### config.mk
export PLATFORM = sky130hd
export DESIGN_NAME = thermostat_mode_controller_core
export DESIGN_NICKNAME = d
export VERILOG_FILES = /design/src/design/tmc_pkg.sv /design/src/design/tmc_ctrl.sv /design/src/design/thermostat_mode_controller_core.sv
export SDC_FILE = /design/constraint.sdc
export NUM_CORES = 1
export LEC_CHECK = 0
export BUFFER_PORTS_ARGS = -buffer_cell sky130_fd_sc_hd__buf_4
export CELL_PAD_IN_SITES_DETAIL_PLACEMENT = 2
export CELL_PAD_IN_SITES_GLOBAL_PLACEMENT = 2
export CORE_MARGIN = 2
export CORE_UTILIZATION = 35
export CTS_CLUSTER_SIZE = 12
export DETAILED_ROUTE_END_ITERATION = 8
export PLACE_DENSITY = 0.76
export SETUP_SLACK_MARGIN = 0.5
export SYNTH_ARGS = -nofsm -noshare
export SYNTH_HDL_FRONTEND = slang
export SYNTH_SLANG_ARGS = --single-unit
### constraint.sdc
create_clock -name i_clk -period 10.65 [get_ports i_clk]
set_clock_uncertainty 0.15 [all_clocks]
set_input_delay 1.065 -clock i_clk [delete_from_list [all_inputs] [get_ports i_clk]]
set_output_delay 1.065 -clock i_clk [all_outputs]
set_load 0.05 [all_outputs]
### src/design/tmc_pkg.sv
`timescale 1ns / 1ps
`default_nettype none
// ----------------------------------------------------------------------------
// tmc_pkg
// Types, codes, reset values and helper functions of the thermostat mode
// controller.
// ----------------------------------------------------------------------------
package tmc_pkg;

    localparam int TMC_SAMPLES = 8;

    localparam int TEMP_W   = 8;
    localparam int TIMER_W  = 20;
    localparam int SUM_W    = 14;
    localparam int CNT_W    = 7;
    localparam int KIND_W   = 3;
    localparam int CFG_IDX_W = 3;
    localparam int CFG_DATA_W = TIMER_W;
    localparam int DEC_BASE = 10;
    localparam int DIV10_MUL   = 205;
    localparam int DIV10_SHIFT = 11;

    localparam logic [KIND_W-1:0] KIND_TICK   = 3'd0;
    localparam logic [KIND_W-1:0] KIND_SAMPLE = 3'd1;
    localparam logic [KIND_W-1:0] KIND_ONOFF  = 3'd2;
    localparam logic [KIND_W-1:0] KIND_UP     = 3'd3;
    localparam logic [KIND_W-1:0] KIND_DOWN   = 3'd4;

    localparam logic [CFG_IDX_W-1:0] CFG_MIN_SP     = 3'd0;
    localparam logic [CFG_IDX_W-1:0] CFG_MAX_SP     = 3'd1;
    localparam logic [CFG_IDX_W-1:0] CFG_STEP       = 3'd2;
    localparam logic [CFG_IDX_W-1:0] CFG_DEADBAND   = 3'd3;
    localparam logic [CFG_IDX_W-1:0] CFG_TIMEOUT    = 3'd4;
    localparam logic [CFG_IDX_W-1:0] CFG_DEFAULT_SP = 3'd5;
    localparam logic [CFG_IDX_W-1:0] CFG_STORED_SP  = 3'd6;

    localparam logic [TEMP_W-1:0]  RST_MIN_SP     = 8'd35;
    localparam logic [TEMP_W-1:0]  RST_MAX_SP     = 8'd75;
    localparam logic [TEMP_W-1:0]  RST_STEP       = 8'd5;
    localparam logic [TEMP_W-1:0]  RST_DEADBAND   = 8'd5;
    localparam logic [TIMER_W-1:0] RST_TIMEOUT    = 20'd5000;
    localparam logic [TEMP_W-1:0]  RST_DEFAULT_SP = 8'd60;
    localparam logic [TEMP_W-1:0]  RST_STORED_SP  = 8'd60;

    typedef enum logic [1:0] {
        MODE_OFF = 2'd0,
        MODE_ON  = 2'd1,
        MODE_SET = 2'd2
    } t_mode;

    typedef struct packed {
        logic [KIND_W-1:0] kind;
        logic [TEMP_W-1:0] sample_temp;
    } t_in_item;

    typedef struct packed {
        logic              heater_on;
        logic              cooler_on;
        logic [1:0]        mode;
        logic              display_on;
        logic [4:0]        digit_tens;
        logic [3:0]        digit_ones;
        logic              led_color;
        logic              led_lit;
        logic              led_blink;
        logic              display_blink;
        logic [TEMP_W-1:0] setpoint_now;
        logic              save_setpoint;
    } t_out_item;

    // Stored setpoint if inside the limits, else the fallback.
    function automatic logic [TEMP_W-1:0] check_sp(
        input logic [TEMP_W-1:0] stored,
        input logic [TEMP_W-1:0] lo,
        input logic [TEMP_W-1:0] hi,
        input logic [TEMP_W-1:0] dflt
    );
        logic [TEMP_W-1:0] res;
        res = ((stored > hi) || (stored < lo)) ? dflt : stored;
        return res;
    endfunction

    // Divide by ten with a reciprocal multiply, exact over the 8-bit range:
    // {tens, ones}.
    function automatic logic [8:0] to_digits(input logic [TEMP_W-1:0] v);
        logic [15:0]       prod;
        logic [4:0]        q;
        logic [TEMP_W-1:0] tens_part;
        prod      = 16'(v) * 16'(DIV10_MUL);
        q         = prod[DIV10_SHIFT +: 5];
        tens_part = TEMP_W'(q * DEC_BASE);
        return {q, 4'(v - tens_part)};
    endfunction

endpackage
`default_nettype wire

### src/design/tmc_ctrl.sv
`timescale 1ns / 1ps
`default_nettype none
// ----------------------------------------------------------------------------
// tmc_ctrl
// Controller state, configuration registers and the single-pass update that
// turns one event into the next state and its result.
// ----------------------------------------------------------------------------
module tmc_ctrl import tmc_pkg::*; #(
    parameter int SAMPLES = TMC_SAMPLES
) (
    input  wire logic                  i_clk,
    input  wire logic                  i_rst_n,
    input  wire logic                  i_step,
    input  wire t_in_item              i_item,
    input  wire logic                  i_cfg_we,
    input  wire logic [CFG_IDX_W-1:0]  i_cfg_idx,
    input  wire logic [CFG_DATA_W-1:0] i_cfg_data,
    output t_out_item                  o_result
);

    localparam int RECIP_SHIFT = SUM_W + CNT_W;
    localparam int RECIP_W     = RECIP_SHIFT + 1;
    localparam int PROD_W      = SUM_W + RECIP_W;
    localparam logic [RECIP_W-1:0] RECIP = RECIP_W'(((1 << RECIP_SHIFT) / SAMPLES) + 1);
    localparam logic [CNT_W-1:0]   CNT_LAST = CNT_W'(SAMPLES);

    logic [TEMP_W-1:0]  r_min, r_max, r_step, r_db, r_dflt, r_stored;
    logic [TIMER_W-1:0] r_timeout;
    t_mode              r_mode, n_mode;
    logic [TEMP_W-1:0]  r_sp, n_sp;
    logic [TEMP_W-1:0]  r_avg, n_avg;
    logic [TIMER_W-1:0] r_timer, n_timer;
    logic [SUM_W-1:0]   r_sum, n_sum;
    logic [CNT_W-1:0]   r_cnt, n_cnt;

    logic               active;
    logic               save;
    logic               heat, cool;
    logic [TEMP_W:0]    up_sum;
    logic [TEMP_W-1:0]  up_sp, dn_base, dn_sp, shown, cfg_v8;
    logic [SUM_W-1:0]   sum_add;
    logic [CNT_W-1:0]   cnt_inc;
    logic [PROD_W-1:0]  avg_prod;
    logic [8:0]         digits;

    assign cfg_v8   = i_cfg_data[TEMP_W-1:0];
    assign active   = (r_mode != MODE_OFF);
    assign up_sum   = {1'b0, r_sp} + {1'b0, r_step};
    assign up_sp    = (up_sum > {1'b0, r_max}) ? r_max : up_sum[TEMP_W-1:0];
    assign dn_base  = (r_sp >= r_step) ? (r_sp - r_step) : '0;
    assign dn_sp    = (dn_base < r_min) ? r_min : dn_base;
    assign sum_add  = r_sum + SUM_W'(i_item.sample_temp);
    assign cnt_inc  = r_cnt + CNT_W'(1);
    assign avg_prod = PROD_W'(sum_add) * PROD_W'(RECIP);

    always_comb begin
        n_mode  = r_mode;
        n_sp    = r_sp;
        n_avg   = r_avg;
        n_timer = r_timer;
        n_sum   = r_sum;
        n_cnt   = r_cnt;
        save    = 1'b0;
        unique case (i_item.kind)
            KIND_TICK: begin
                if (active && (r_timer != '1)) n_timer = r_timer + TIMER_W'(1);
            end
            KIND_SAMPLE: begin
                if (active) begin
                    if (cnt_inc >= CNT_LAST) begin
                        n_avg = avg_prod[RECIP_SHIFT +: TEMP_W];
                        n_sum = '0;
                        n_cnt = '0;
                    end else begin
                        n_sum = sum_add;
                        n_cnt = cnt_inc;
                    end
                end
            end
            KIND_ONOFF: begin
                n_mode  = active ? MODE_OFF : MODE_ON;
                n_timer = '0;
            end
            KIND_UP, KIND_DOWN: begin
                if (active) begin
                    if (r_mode == MODE_SET) begin
                        n_sp = (i_item.kind == KIND_UP) ? up_sp : dn_sp;
                        save = 1'b1;
                    end
                    n_mode  = MODE_SET;
                    n_timer = '0;
                end
            end
            default: begin
            end
        endcase
        if ((n_mode == MODE_SET) && (n_timer > r_timeout)) begin
            n_mode  = MODE_ON;
            n_timer = '0;
        end

        heat = 1'b0;
        cool = 1'b0;
        if (n_mode != MODE_OFF) begin
            if (({1'b0, n_avg} + {1'b0, r_db}) < {1'b0, n_sp}) heat = 1'b1;
            else if ({1'b0, n_avg} > ({1'b0, n_sp} + {1'b0, r_db})) cool = 1'b1;
        end
        unique case (n_mode)
            MODE_SET: shown = n_sp;
            MODE_ON:  shown = n_avg;
            default:  shown = '0;
        endcase
        digits = to_digits(shown);

        o_result.heater_on     = heat;
        o_result.cooler_on     = cool;
        o_result.mode          = n_mode;
        o_result.display_on    = (n_mode != MODE_OFF);
        o_result.digit_tens    = digits[8:4];
        o_result.digit_ones    = digits[3:0];
        o_result.led_color     = (n_mode == MODE_SET);
        o_result.led_lit       = (n_mode != MODE_OFF);
        o_result.led_blink     = (n_mode == MODE_ON) && heat;
        o_result.display_blink = (n_mode == MODE_SET);
        o_result.setpoint_now  = n_sp;
        o_result.save_setpoint = save;
    end

    always_ff @(posedge i_clk) begin
        if (!i_rst_n) begin
            r_min     <= RST_MIN_SP;
            r_max     <= RST_MAX_SP;
            r_step    <= RST_STEP;
            r_db      <= RST_DEADBAND;
            r_timeout <= RST_TIMEOUT;
            r_dflt    <= RST_DEFAULT_SP;
            r_stored  <= RST_STORED_SP;
            r_mode    <= MODE_OFF;
            r_sp      <= check_sp(RST_STORED_SP, RST_MIN_SP, RST_MAX_SP, RST_DEFAULT_SP);
            r_avg     <= RST_DEFAULT_SP;
            r_timer   <= '0;
            r_sum     <= '0;
            r_cnt     <= '0;
        end else if (i_cfg_we) begin
            unique case (i_cfg_idx)
                CFG_MIN_SP:   r_min     <= cfg_v8;
                CFG_MAX_SP:   r_max     <= cfg_v8;
                CFG_STEP:     r_step    <= cfg_v8;
                CFG_DEADBAND: r_db      <= cfg_v8;
                CFG_TIMEOUT:  r_timeout <= i_cfg_data;
                CFG_DEFAULT_SP: begin
                    r_dflt <= cfg_v8;
                    r_avg  <= cfg_v8;
                    r_sp   <= check_sp(r_stored, r_min, r_max, cfg_v8);
                end
                CFG_STORED_SP: begin
                    r_stored <= cfg_v8;
                    r_sp     <= check_sp(cfg_v8, r_min, r_max, r_dflt);
                end
                default: begin
                end
            endcase
        end else if (i_step) begin
            r_mode  <= n_mode;
            r_sp    <= n_sp;
            r_avg   <= n_avg;
            r_timer <= n_timer;
            r_sum   <= n_sum;
            r_cnt   <= n_cnt;
        end
    end

endmodule
`default_nettype wire

### src/design/thermostat_mode_controller_core.sv
// Path: an item is held in the input register, then its result in the result
// register; the step waits while a held result is not yet taken.
// Throughput: one item per cycle unless stalled; one pass of update logic.
// Reset: synchronous, active low; clears both stages, sets off mode and the
// configuration defaults, and loads the range-checked stored setpoint.
`timescale 1ns / 1ps
`default_nettype none
// ----------------------------------------------------------------------------
// thermostat_mode_controller_core
// Bang-bang thermostat with deadband, set-mode timeout and display outputs.
// ----------------------------------------------------------------------------
module thermostat_mode_controller_core import tmc_pkg::*; #(
    parameter int SAMPLES = TMC_SAMPLES
) (
    input  wire logic                  i_clk,
    input  wire logic                  i_rst_n,
    input  wire logic                  i_in_valid,
    output logic                       o_in_ready,
    input  wire t_in_item              i_in_item,
    output logic                       o_out_valid,
    input  wire logic                  i_out_ready,
    output t_out_item                  o_out_item,
    input  wire logic                  i_cfg_we,
    input  wire logic [CFG_IDX_W-1:0]  i_cfg_idx,
    input  wire logic [CFG_DATA_W-1:0] i_cfg_data
);

    logic      r_in_vld;
    t_in_item  r_in;
    logic      r_out_vld;
    t_out_item r_out;
    t_out_item result;
    logic      adv;

    assign adv         = r_in_vld && (!r_out_vld || i_out_ready);
    assign o_in_ready  = !r_in_vld || adv;
    assign o_out_valid = r_out_vld;
    assign o_out_item  = r_out;

    tmc_ctrl #(
        .SAMPLES (SAMPLES)
    ) u_ctrl (
        .i_clk      (i_clk),
        .i_rst_n    (i_rst_n),
        .i_step     (adv),
        .i_item     (r_in),
        .i_cfg_we   (i_cfg_we),
        .i_cfg_idx  (i_cfg_idx),
        .i_cfg_data (i_cfg_data),
        .o_result   (result)
    );

    always_ff @(posedge i_clk) begin
        if (!i_rst_n) begin
            r_in_vld  <= 1'b0;
            r_out_vld <= 1'b0;
        end else begin
            if (o_in_ready) r_in_vld <= i_in_valid;
            if (adv) r_out_vld <= 1'b1;
            else if (i_out_ready) r_out_vld <= 1'b0;
        end
    end

    always_ff @(posedge i_clk) begin
        if (i_in_valid && o_in_ready) r_in <= i_in_item;
        if (adv) r_out <= result;
    end

endmodule
`default_nettype wire

======== Yosys cells after proc, flatten, opt, wreduce, memory -nomap -nowiden ========
Cells that the tools add are included.
storage, ports and cells
  flip-flop bits (word level) ............. 165
  output and inout bits ................... 29
  logic and storage cells ................. 134
cells by class
  add/subtract/negate cells ............... 8
  $mul .................................... 3
  magnitude comparators ................... 11
  eq/ne operators ......................... 17
  mux-type cells .......................... 35
  bitwise gates (word level) .............. 2
  reductions and logical operators ........ 31
operators by type and width
  operator                                                                count
  8-bit 2-to-1 mux                                                        17
  20-bit 2-to-1 mux                                                       3
  20-bit one-hot mux with 3 select lines                                  1
  8-bit one-hot mux with 2 select lines                                   2
  14-bit by 19-bit multiplier with 29-bit output (second input constant)  1
  8-bit by 8-bit adder with 9-bit output                                  3
  8-bit < comparator                                                      3
  2-bit AND reduction                                                     11
  20-bit by 1-bit adder with 20-bit output (second input constant)        1
  20-bit greater-than comparator                                          1
  20-bit != test (second input constant)                                  1
  8-bit greater-than comparator                                           2
  8-bit by 8-bit multiplier with 16-bit output (second input constant)    1
  14-bit by 8-bit adder with 14-bit output                                1
  14-bit 2-to-1 mux                                                       1
  3-bit by 2-bit == test with 1-bit output (second input constant)        4
  3-bit == test (second input constant)                                   4
  8-bit by 9-bit greater-than comparator with 1-bit output                1
  9-bit by 8-bit greater-than comparator with 1-bit output                1
  9-bit by 8-bit < comparator with 1-bit output                           1
  8-bit >= comparator                                                     1
  2-bit nonzero test                                                      4
  8-bit subtractor                                                        1
  7-bit by 1-bit adder with 7-bit output (second input constant)          1
  19 further kinds                                                        40

======== Depth between registers and ports, before layout ========
Gate-level depths: netlist of run 1.
  depth in word-level cells ............... 12
  mapped depth ............................ 47
  depth with buffers taken out ............ 45

======== Modules after synthesis ========
A second synthesis of run 1 with hierarchy kept.
second synthesis, totals
  cells, all modules ...................... 1,453
  area total of the unflattened synthesis .. 12,181.7 um^2
modules (own cells, without submodules)
  module                           instances  cells an instance  area each (um^2)  sequential area each (um^2)
  tmc_ctrl                         1          1,406              10,936.7          2,482.4
  thermostat_mode_controller_core  1          47                 1,244.9           1,181.1

======== Least setup slack after synthesis of run 1 ========
Ideal clock, no wire load.
  kind .................................... flip-flop to flip-flop
  from .................................... register u_ctrl.r_timer[9]
  to ...................................... register r_out (netlist bit o_out_item[16]), data pin
  arrival ................................. 9,737 ps
  required time ........................... 10,238 ps
  path slack .............................. 501 ps
  stages on the path, launching flop included .. 44
  buffers on the path ..................... 2
  clock period less this slack ............ 10,149 ps
  cells stage by stage .................... dfxtp_1 clkbuf_1 and4_1 and4_1 a41oi_1 and2_1 nand3_1 a21oi_1 nor2b_1 or2_2 ha_1 a21o_1 a21o_1 a221o_1 a21o_1 a21o_1 a21oi_1 nor2_1 (+8 left out) ha_1 fa_1 fa_1 inv_1 fa_1 inv_1 ha_1 a21o_1 a21oi_1 o311ai_1 a41o_1 o21ai_1 o31ai_1 a31o_2 xnor2_1 fa_1 xor3_1 xnor2_1
RTL lines
  what                    RTL line                               RTL
  start, declared         tmc_ctrl.sv:32                         logic [TIMER_W-1:0] r_timer, n_timer;
  start signal, assigned  tmc_ctrl.sv:167                        r_timer <= n_timer;
  end signal, assigned    thermostat_mode_controller_core.sv:66  if (adv) r_out <= result;
  end, declared           thermostat_mode_controller_core.sv:31  t_out_item r_out;

==> run summary, run 1 <==
=================================================================================
Run status                                                           finished, final reports clean
Top cells by area in the synthesized netlist                         dfxtp_1, ha_1, edfxtp_1, nand2_1, inv_1
Root buffer cell                                                        clkbuf_16
Highest-utilization routing layer at the global route stage                  met2
Core Box Area                                                          34,400 um2
Diodes inserted                                                                 0
Mean Syn Cell Area                                                       8.54 um2
Sequential fraction of the synthesis area                                   29.6%
Layout overhead on the synthesized area                                     15.9%
Number of storage elements in the synthesis netlist                           162
Worst EP required                                                        10.69 ns
Vertical extent of the die                                                 190 um
Vias per cell                                                                5.56
Number of instances in the synthesized netlist                              1,423
DRC viols                                                                       0
Number of buffers on the longest clock path                                     2
Core Util, Final                                                            41.0%
Leak                                                                      6.26 nW
Clock slew seen by the registers of the worst setup and hold paths        0.07 ns
Post-synth cell types                                                          84
Maximum number of pins on one net before global-route repair                   67
Filler Cells Inserted                                                       3,847
CP max FO                                                                       8
# rows                                                                         68
Min-Delay Path Depth                                                            2
Primary flip-flop cell chosen by synthesis mapping                        dfxtp_1
Setup slack of the critical path after layout                            0.575 ns
Transition time of the tightest slew-check pin                            1.17 ns
Clock network latency to the later pin of the worst-skew pair             0.45 ns
Crit path buffers/inverters                                                     5
Worst Setup Start Kind                                                  flip-flop
Net count of the finished layout                                            1,716
HPWL reported at the end of detailed placement                          32,100 um
Critical path capture point type                                        flip-flop
Worst Path Arrival                                                       10.12 ns
WL final                                                                42,800 um
Destination of the worst hold path                                   u_ctrl.r_timeout[15]
Average routed wire per standard cell                                     21.9 um
Initial antenna violation count                                                 0
Net count after synthesis                                                   1,647
Gr usage total                                                              23.9%
Register-to-Register Setup Slack                                          0.57 ns
# clock sinks                                                                 162
Endpoint of the worst register-to-register path                      o_out_item[16]
Number of synthesized flops with an enable pin                                 36
Hold_sp                                                              u_ctrl.r_timeout[15]
Start-to-end type of the worst setup path                                 reg2reg
Most used standard cell by instance count after synthesis                 nand2_1
Fraction of final layout cells sized beyond drive strength 1                13.6%
Number of buffers created by CTS                                               17
Synthesis Warnings                                                              0
Cell count of the worst reg-to-reg path                                        43
Remaining global-route overflow                                                 0
Global-route wire length before repair                                  66,700 um
Top cells by instance count after synthesis                          nand2_1, ha_1, dfxtp_1, inv_1, o21ai_0
Worst R2R Start                                                      u_ctrl.r_timer[11]
Share of the clock period used by the worst path after layout               94.6%
Worst-case headroom to the max-slew limit                                   22.1%
Setup WS pre-CTS                                                        -0.264 ns
Final critical path time including I/O delays and setup                  10.08 ns
Grt met2 use                                                                42.3%
Via count                                                                  10,900
Biggest area consumer among synthesized cells                             dfxtp_1
Total count of max-transition violations in the final report                    0
Highest cell delay on the worst timing path                               0.56 ns
Slowest CP cell                                                              fa_1
CTS tree                                                                    built
Routability congestion estimate from global placement                       0.835
Count of final hold-check violations                                            0
Number of top-level pins                                                       68
Number of global-route vias before repair                                  11,600
Max-Cap Viols                                                                   0
Initial cell density of the core                                            35.4%
Crit path launch                                                     u_ctrl.r_timer[11]
Count of H-tree levels built during CTS                                         4
PwrDens                                                                124 nW/um2
Type of the worst min-delay path                                          reg2reg
Count of port buffers added during placement                                   67
GR Layer Usage met1                                                         30.8%
Count of nets left with antenna violations after detail routing                 0
Largest delay share family, worst path                                adder cells
Number of DRC violations after detailed-routing iteration 0                   473
Synthesized area                                                       12,200 um2
Max Clk Rate                                                             99.3 MHz
Area share of the leading cell type in the synthesized netlist              20.7%
Setup repair after global routing missed its margin                            no
Die footprint                                                          36,200 um2
Die width                                                                  190 um
Final-report setup violation count                                              0
Peak supply drop                                                         0.111 mV
Detailed-routing iteration count for the pre-antenna-repair pass                5
Met3 usage in global routing                                                2.91%
Fraction of synthesis flops using an asynchronous set or reset pin             0%
=================================================================================
==> cells by family after synthesis <==
kind of cell	after synthesis	synth area share, %
AOI/OAI and AO/OA	407	23.1
xor gates and xnor gates	42	3.21
adders and majority gates	185	20.1
buffers and inverters	179	5.72
DFF	162	29.6
muxes	18	1.55
and+or+nand+nor	430	16.7
==> worst max path at each step <==
stage	endpoint	cells after the start
2_1_floorplan	o_out_item[16]	43
3_3_place_gp	o_out_item[16]	42
3_5_place_dp	o_out_item[16]	42
4_1_cts	o_out_item[16]	42
5_1_grt	o_out_item[16]	43
6_report	o_out_item[16]	43
==> state kept, by name (all words and copies together), names as in the netlist <==
name              cells
o_out_item           25
u_ctrl.r_timeout     20
u_ctrl.r_timer       20
r_in                 11
u_ctrl.r_sum         11
u_ctrl.r_avg          8
u_ctrl.r_db           8
u_ctrl.r_dflt         8
u_ctrl.r_max          8
u_ctrl.r_min          8
u_ctrl.r_sp           8
u_ctrl.r_step         8
u_ctrl.r_stored       8
u_ctrl.r_cnt          7
u_ctrl.r_mode         2
o_out_valid           1
r_in_vld              1
==> layout make-up <==
class                      count  area, um2  share of cell area [%]
multi-input combinational   1082       8080                    57.3
sequential                   162       3610                    25.6
timing repair buffer         103        777                    5.51
tap                          455        569                    4.04
clock buffer                  22        487                    3.45
inverter                     126        474                    3.36
clock inverter                10       96.3                   0.684
==> power by group <==
part	total, mW	internal [mW]	leakage [nW]	switching, mW
clock network	0.634	0.352	0.284	0.282
registers	0.663	0.647	1.37	0.0159
logic	0.447	0.168	4.61	0.279
==> timing repair <==
action / CTS / global route
pin swaps: 7 / 13
buffers inserted: 4 / 10
resized for setup: 33 / 28
endpoints found under the setup margin: 6 / 3
hold buffers: 0 / 0
==> per-stage QoR <==
step / cells / setup TNS (ns) / cell area, um2 / total power [mW] / hold WS (ns)
floorplan: 1423 / 0 / 12200 / 0.967 / 0.288
global placement: 1914 / 0 / 13200 / 1.09 / 0.302
detailed placement: 1914 / -0.264 / 13200 / 1.11 / 0.310
CTS: 1950 / 0 / 13900 / 1.75 / 0.319
global route: 1960 / 0 / 14100 / 1.83 / 0.332
finish: 1960 / 0 / 14100 / 1.74 / 0.316
==> worst register-to-register path: cells and delay by family (launching register included) <==
kind / cells / cell delay [ns]
fa+ha+maj: 8 / 3.20
compound gates: 17 / 3.08
simple gates: 9 / 1.69
xor+xnor: 4 / 0.69
buf+inv: 5 / 0.63
flops: 1 / 0.37
==> cell usage in the layout, fill, tap and decap left out, types with 30 or more instances in the layout <==
cell | Yosys | routed
ha_1 | 168 | 165
buf_4 | 3 | 102
a21boi_0 | 59 | 59
o211ai_1 | 41 | 41
dfxtp_1 | 126 | 121
nor2_1 | 62 | 60
nand2_1 | 189 | 187
a21oi_1 | 74 | 71
edfxtp_1 | 36 | 36
inv_1 | 122 | 121
o21ai_0 | 76 | 70
nand3_1 | 39 | 38
nor2b_1 | 32 | 30
==> metal layers <==
metal	wire [um]	share of wire, %
met1	19600	46
met2	21300	50
met3	1100	2.6
met4	767	1.8
met5	0	0
No activity file was read; power rests on OpenSTA's default activity.
==> run 2, diff against run 1 <==
BUFFER_PORTS_ARGS = -buffer_cell sky130_fd_sc_hd__clkbuf_2   (was -buffer_cell sky130_fd_sc_hd__buf_4)
==> run 2 against run 1 <==
Design area is 0.32% lower. Clock power decreased by 1%. Critical path depth up 4. Clock-buffer cell count down 4. Die area unchanged. Routed wire length up 4.7%. Sequential cell count unchanged. Power shrank 0.11%. Combinational power increased by 2%. Utilization fell by 0.13 points. Largest power group unchanged.
==> run summary, run 2 (synthesis gave the netlist of run 1 again) <==
=================================================================================
Run status                                                           finished, final reports clean
Commonest cells after routing, fill and taps aside                   nand2_1, ha_1, inv_1, dfxtp_1, a21oi_1
Crit path buffers/inverters                                                     6   +1
Worst R2R Start                                                      u_ctrl.r_timer[17]
Gr usage total                                                              24.5%   +0.61 points
Total design power                                                        1.74 mW   -0.11%
# rows                                                                         68   unchanged
Crit path launch                                                     u_ctrl.r_timer[17]
DRC viols                                                                       0   unchanged
Worst Path Arrival                                                       10.07 ns   -0.05 ns
Maximum number of pins on one net before global-route repair                   73   +9.0%
Count of nets left with antenna violations after detail routing                 0   unchanged
Type of the worst min-delay path                                          reg2reg
Most frequent cell on the critical path                                    a21o_1
Clock network latency to the later pin of the worst-skew pair             0.46 ns   about the same
Number of top-level pins                                                       68   unchanged
Worst EP required                                                        10.70 ns   about the same
Setup slack of the critical path after layout                            0.632 ns   +0.0572 ns
CTS tree                                                                    built
Max-Cap Viols                                                                   0   unchanged
Leak                                                                      6.26 nW   about the same
Routability congestion estimate from global placement                       0.834   -0.19%
Count of port buffers added during placement                                   67   unchanged
PwrDens                                                                124 nW/um2   +0.21%
Share of the clock period used by the worst path after layout               94.1%   -0.54 points
CTS Hold Bufs                                                                   0   unchanged
Core Util, Final                                                            40.9%   -0.13 points
Global-route wire length before repair                                  68,100 um   +2.0%
Max Clk Rate                                                             99.8 MHz   +0.57%
Layout overhead on the synthesized area                                     15.5%
Detailed-routing iteration count for the pre-antenna-repair pass                4   -1
Number of buffers created by CTS                                               17   unchanged
Sequential cell area                                                     3620 um2   +0.24%
Setup repair after global routing missed its margin                            no
Diodes inserted                                                                 0   unchanged
Die footprint                                                          36,200 um2   unchanged
WL final                                                                44,800 um   +4.7%
Start-to-end type of the worst setup path                                 reg2reg
Count of final hold-check violations                                            0   unchanged
Count of H-tree levels built during CTS                                         4   unchanged
Largest delay share family, worst path                                adder cells
Peak supply drop                                                         0.119 mV   +7.3%
Final critical path time including I/O delays and setup                  10.02 ns   -0.0572 ns
Vertical extent of the die                                                 190 um   unchanged
Via count                                                                  11,000   +1.1%
Root buffer cell                                                        clkbuf_16
Transition time of the tightest slew-check pin                            1.23 ns   +0.0584 ns
Slowest CP cell                                                              fa_1
Fin Setup TNS                                                                0 ns   unchanged
Initial antenna violation count                                                 0   unchanged
Setup WS pre-CTS                                                        -0.167 ns   +0.0971 ns
Worst Setup Start Kind                                                  flip-flop
Area used by multi-input combinational logic                             8140 um2   +0.84%
Final-report setup violation count                                              0   unchanged
Die width                                                                  190 um   unchanged
HPWL reported at the end of detailed placement                          32,400 um   +0.79%
Number of buffers on the longest clock path                                     2   unchanged
Most common library cell in the layout ignoring fill and taps             nand2_1
Number of DRC violations after detailed-routing iteration 0                   538   +14%
Average routed wire per standard cell                                     22.8 um   +4.4%
Number of global-route vias before repair                                  11,900   +2.6%
Filler Cells Inserted                                                       3,899   +1.4%
Total count of max-transition violations in the final report                    0   unchanged
CP max FO                                                                       7   -1
Initial cell density of the core                                            35.4%   unchanged
Net count of the finished layout                                            1,722   +0.35%
Hold_sp                                                              u_ctrl.r_timeout[11]
Highest cell delay on the worst timing path                               0.57 ns   about the same
Critical path capture point type                                        flip-flop
Clock slew seen by the registers of the worst setup and hold paths        0.07 ns   about the same
Remaining global-route overflow                                                 0   unchanged
Number of flip-flops in the largest register                                   25   unchanged
Worst-case headroom to the max-slew limit                                   17.7%   -4.4 points
Fraction of final layout cells sized beyond drive strength 1                14.8%   +1.2 points
Core Box Area                                                          34,400 um2   unchanged
Vias per cell                                                                5.60   +0.82%
# clock sinks                                                                 162   unchanged
=================================================================================
[run 2: changes by cell type in the layout (fill, tap and decap cells not counted), moves of 2 or more]
cell      previous run  this run
o21ai_0             70        67
dfxtp_1            121       118
inv_6                3         5
buf_4              102        41
ha_1               165       162
clkbuf_2             0        66
clkinv_4             2         5
clkbuf_1             3         0
dfxtp_4              2         4
o21ai_1              7        10
ha_4                 3         5
inv_8                0         2
[run 2: repair_timing]
action	CTS	global route
gates resized for setup	30	50
endpoints found under the setup margin	7	4
pin swaps	5	15
gates cloned	0	0
setup buffers	4	16
[run 2: final timing paths]
check,to,slack (ns),cells after the start
hold / removal,u_ctrl.r_timeout[11],0.32,2
setup / recovery,o_out_item[16],0.63,47
setup reg to reg,o_out_item[16],0.63,47
hold reg to reg,u_ctrl.r_timeout[11],0.32,2
[run 2: report_power, final]
group | internal [mW] | switching, mW
Sequential | 0.646 | 0.0154
Combinational | 0.165 | 0.290
Clock | 0.320 | 0.306
[run 2: per-stage QoR]
step	cells	area [um2]	hold slack [ns]
4_1_cts	1950	13700	0.326
2_1_floorplan	1423	12200	0.288
6_report	1966	14000	0.317
3_5_place_dp	1914	13000	0.316
5_1_grt	1966	14000	0.343
3_3_place_gp	1914	13000	0.300
[run 2: final cells by class]
type                            count  share of cell area, %
Clock buffer                       18                   3.21
Clock inverter                     14                  0.846
Inverter                          126                   3.38
Multi-Input combinational cell   1082                   58.0
Sequential cell                   162                   25.8
Tap cell                          455                   4.05
Timing Repair Buffer              109                   4.76
[run 2: layer usage]
layer / global-route usage [%] / vias to the layer above / share of wire [%] / wire [um]
li1: - / 5200 / - / -
met1: 30.6 / 5604 / 45 / 20200
met2: 43.8 / 153 / 51 / 22800
met3: 2.91 / 57 / 1.8 / 825
met5: 0 / - / 0 / 0
met4: 7.72 / 0 / 2.2 / 1000
[run 2: worst min-delay path: stages, from the launching register on]
cell	delay, ns
dfxtp_1	0.31
nand2_1	0.05
a21boi_0	0.06
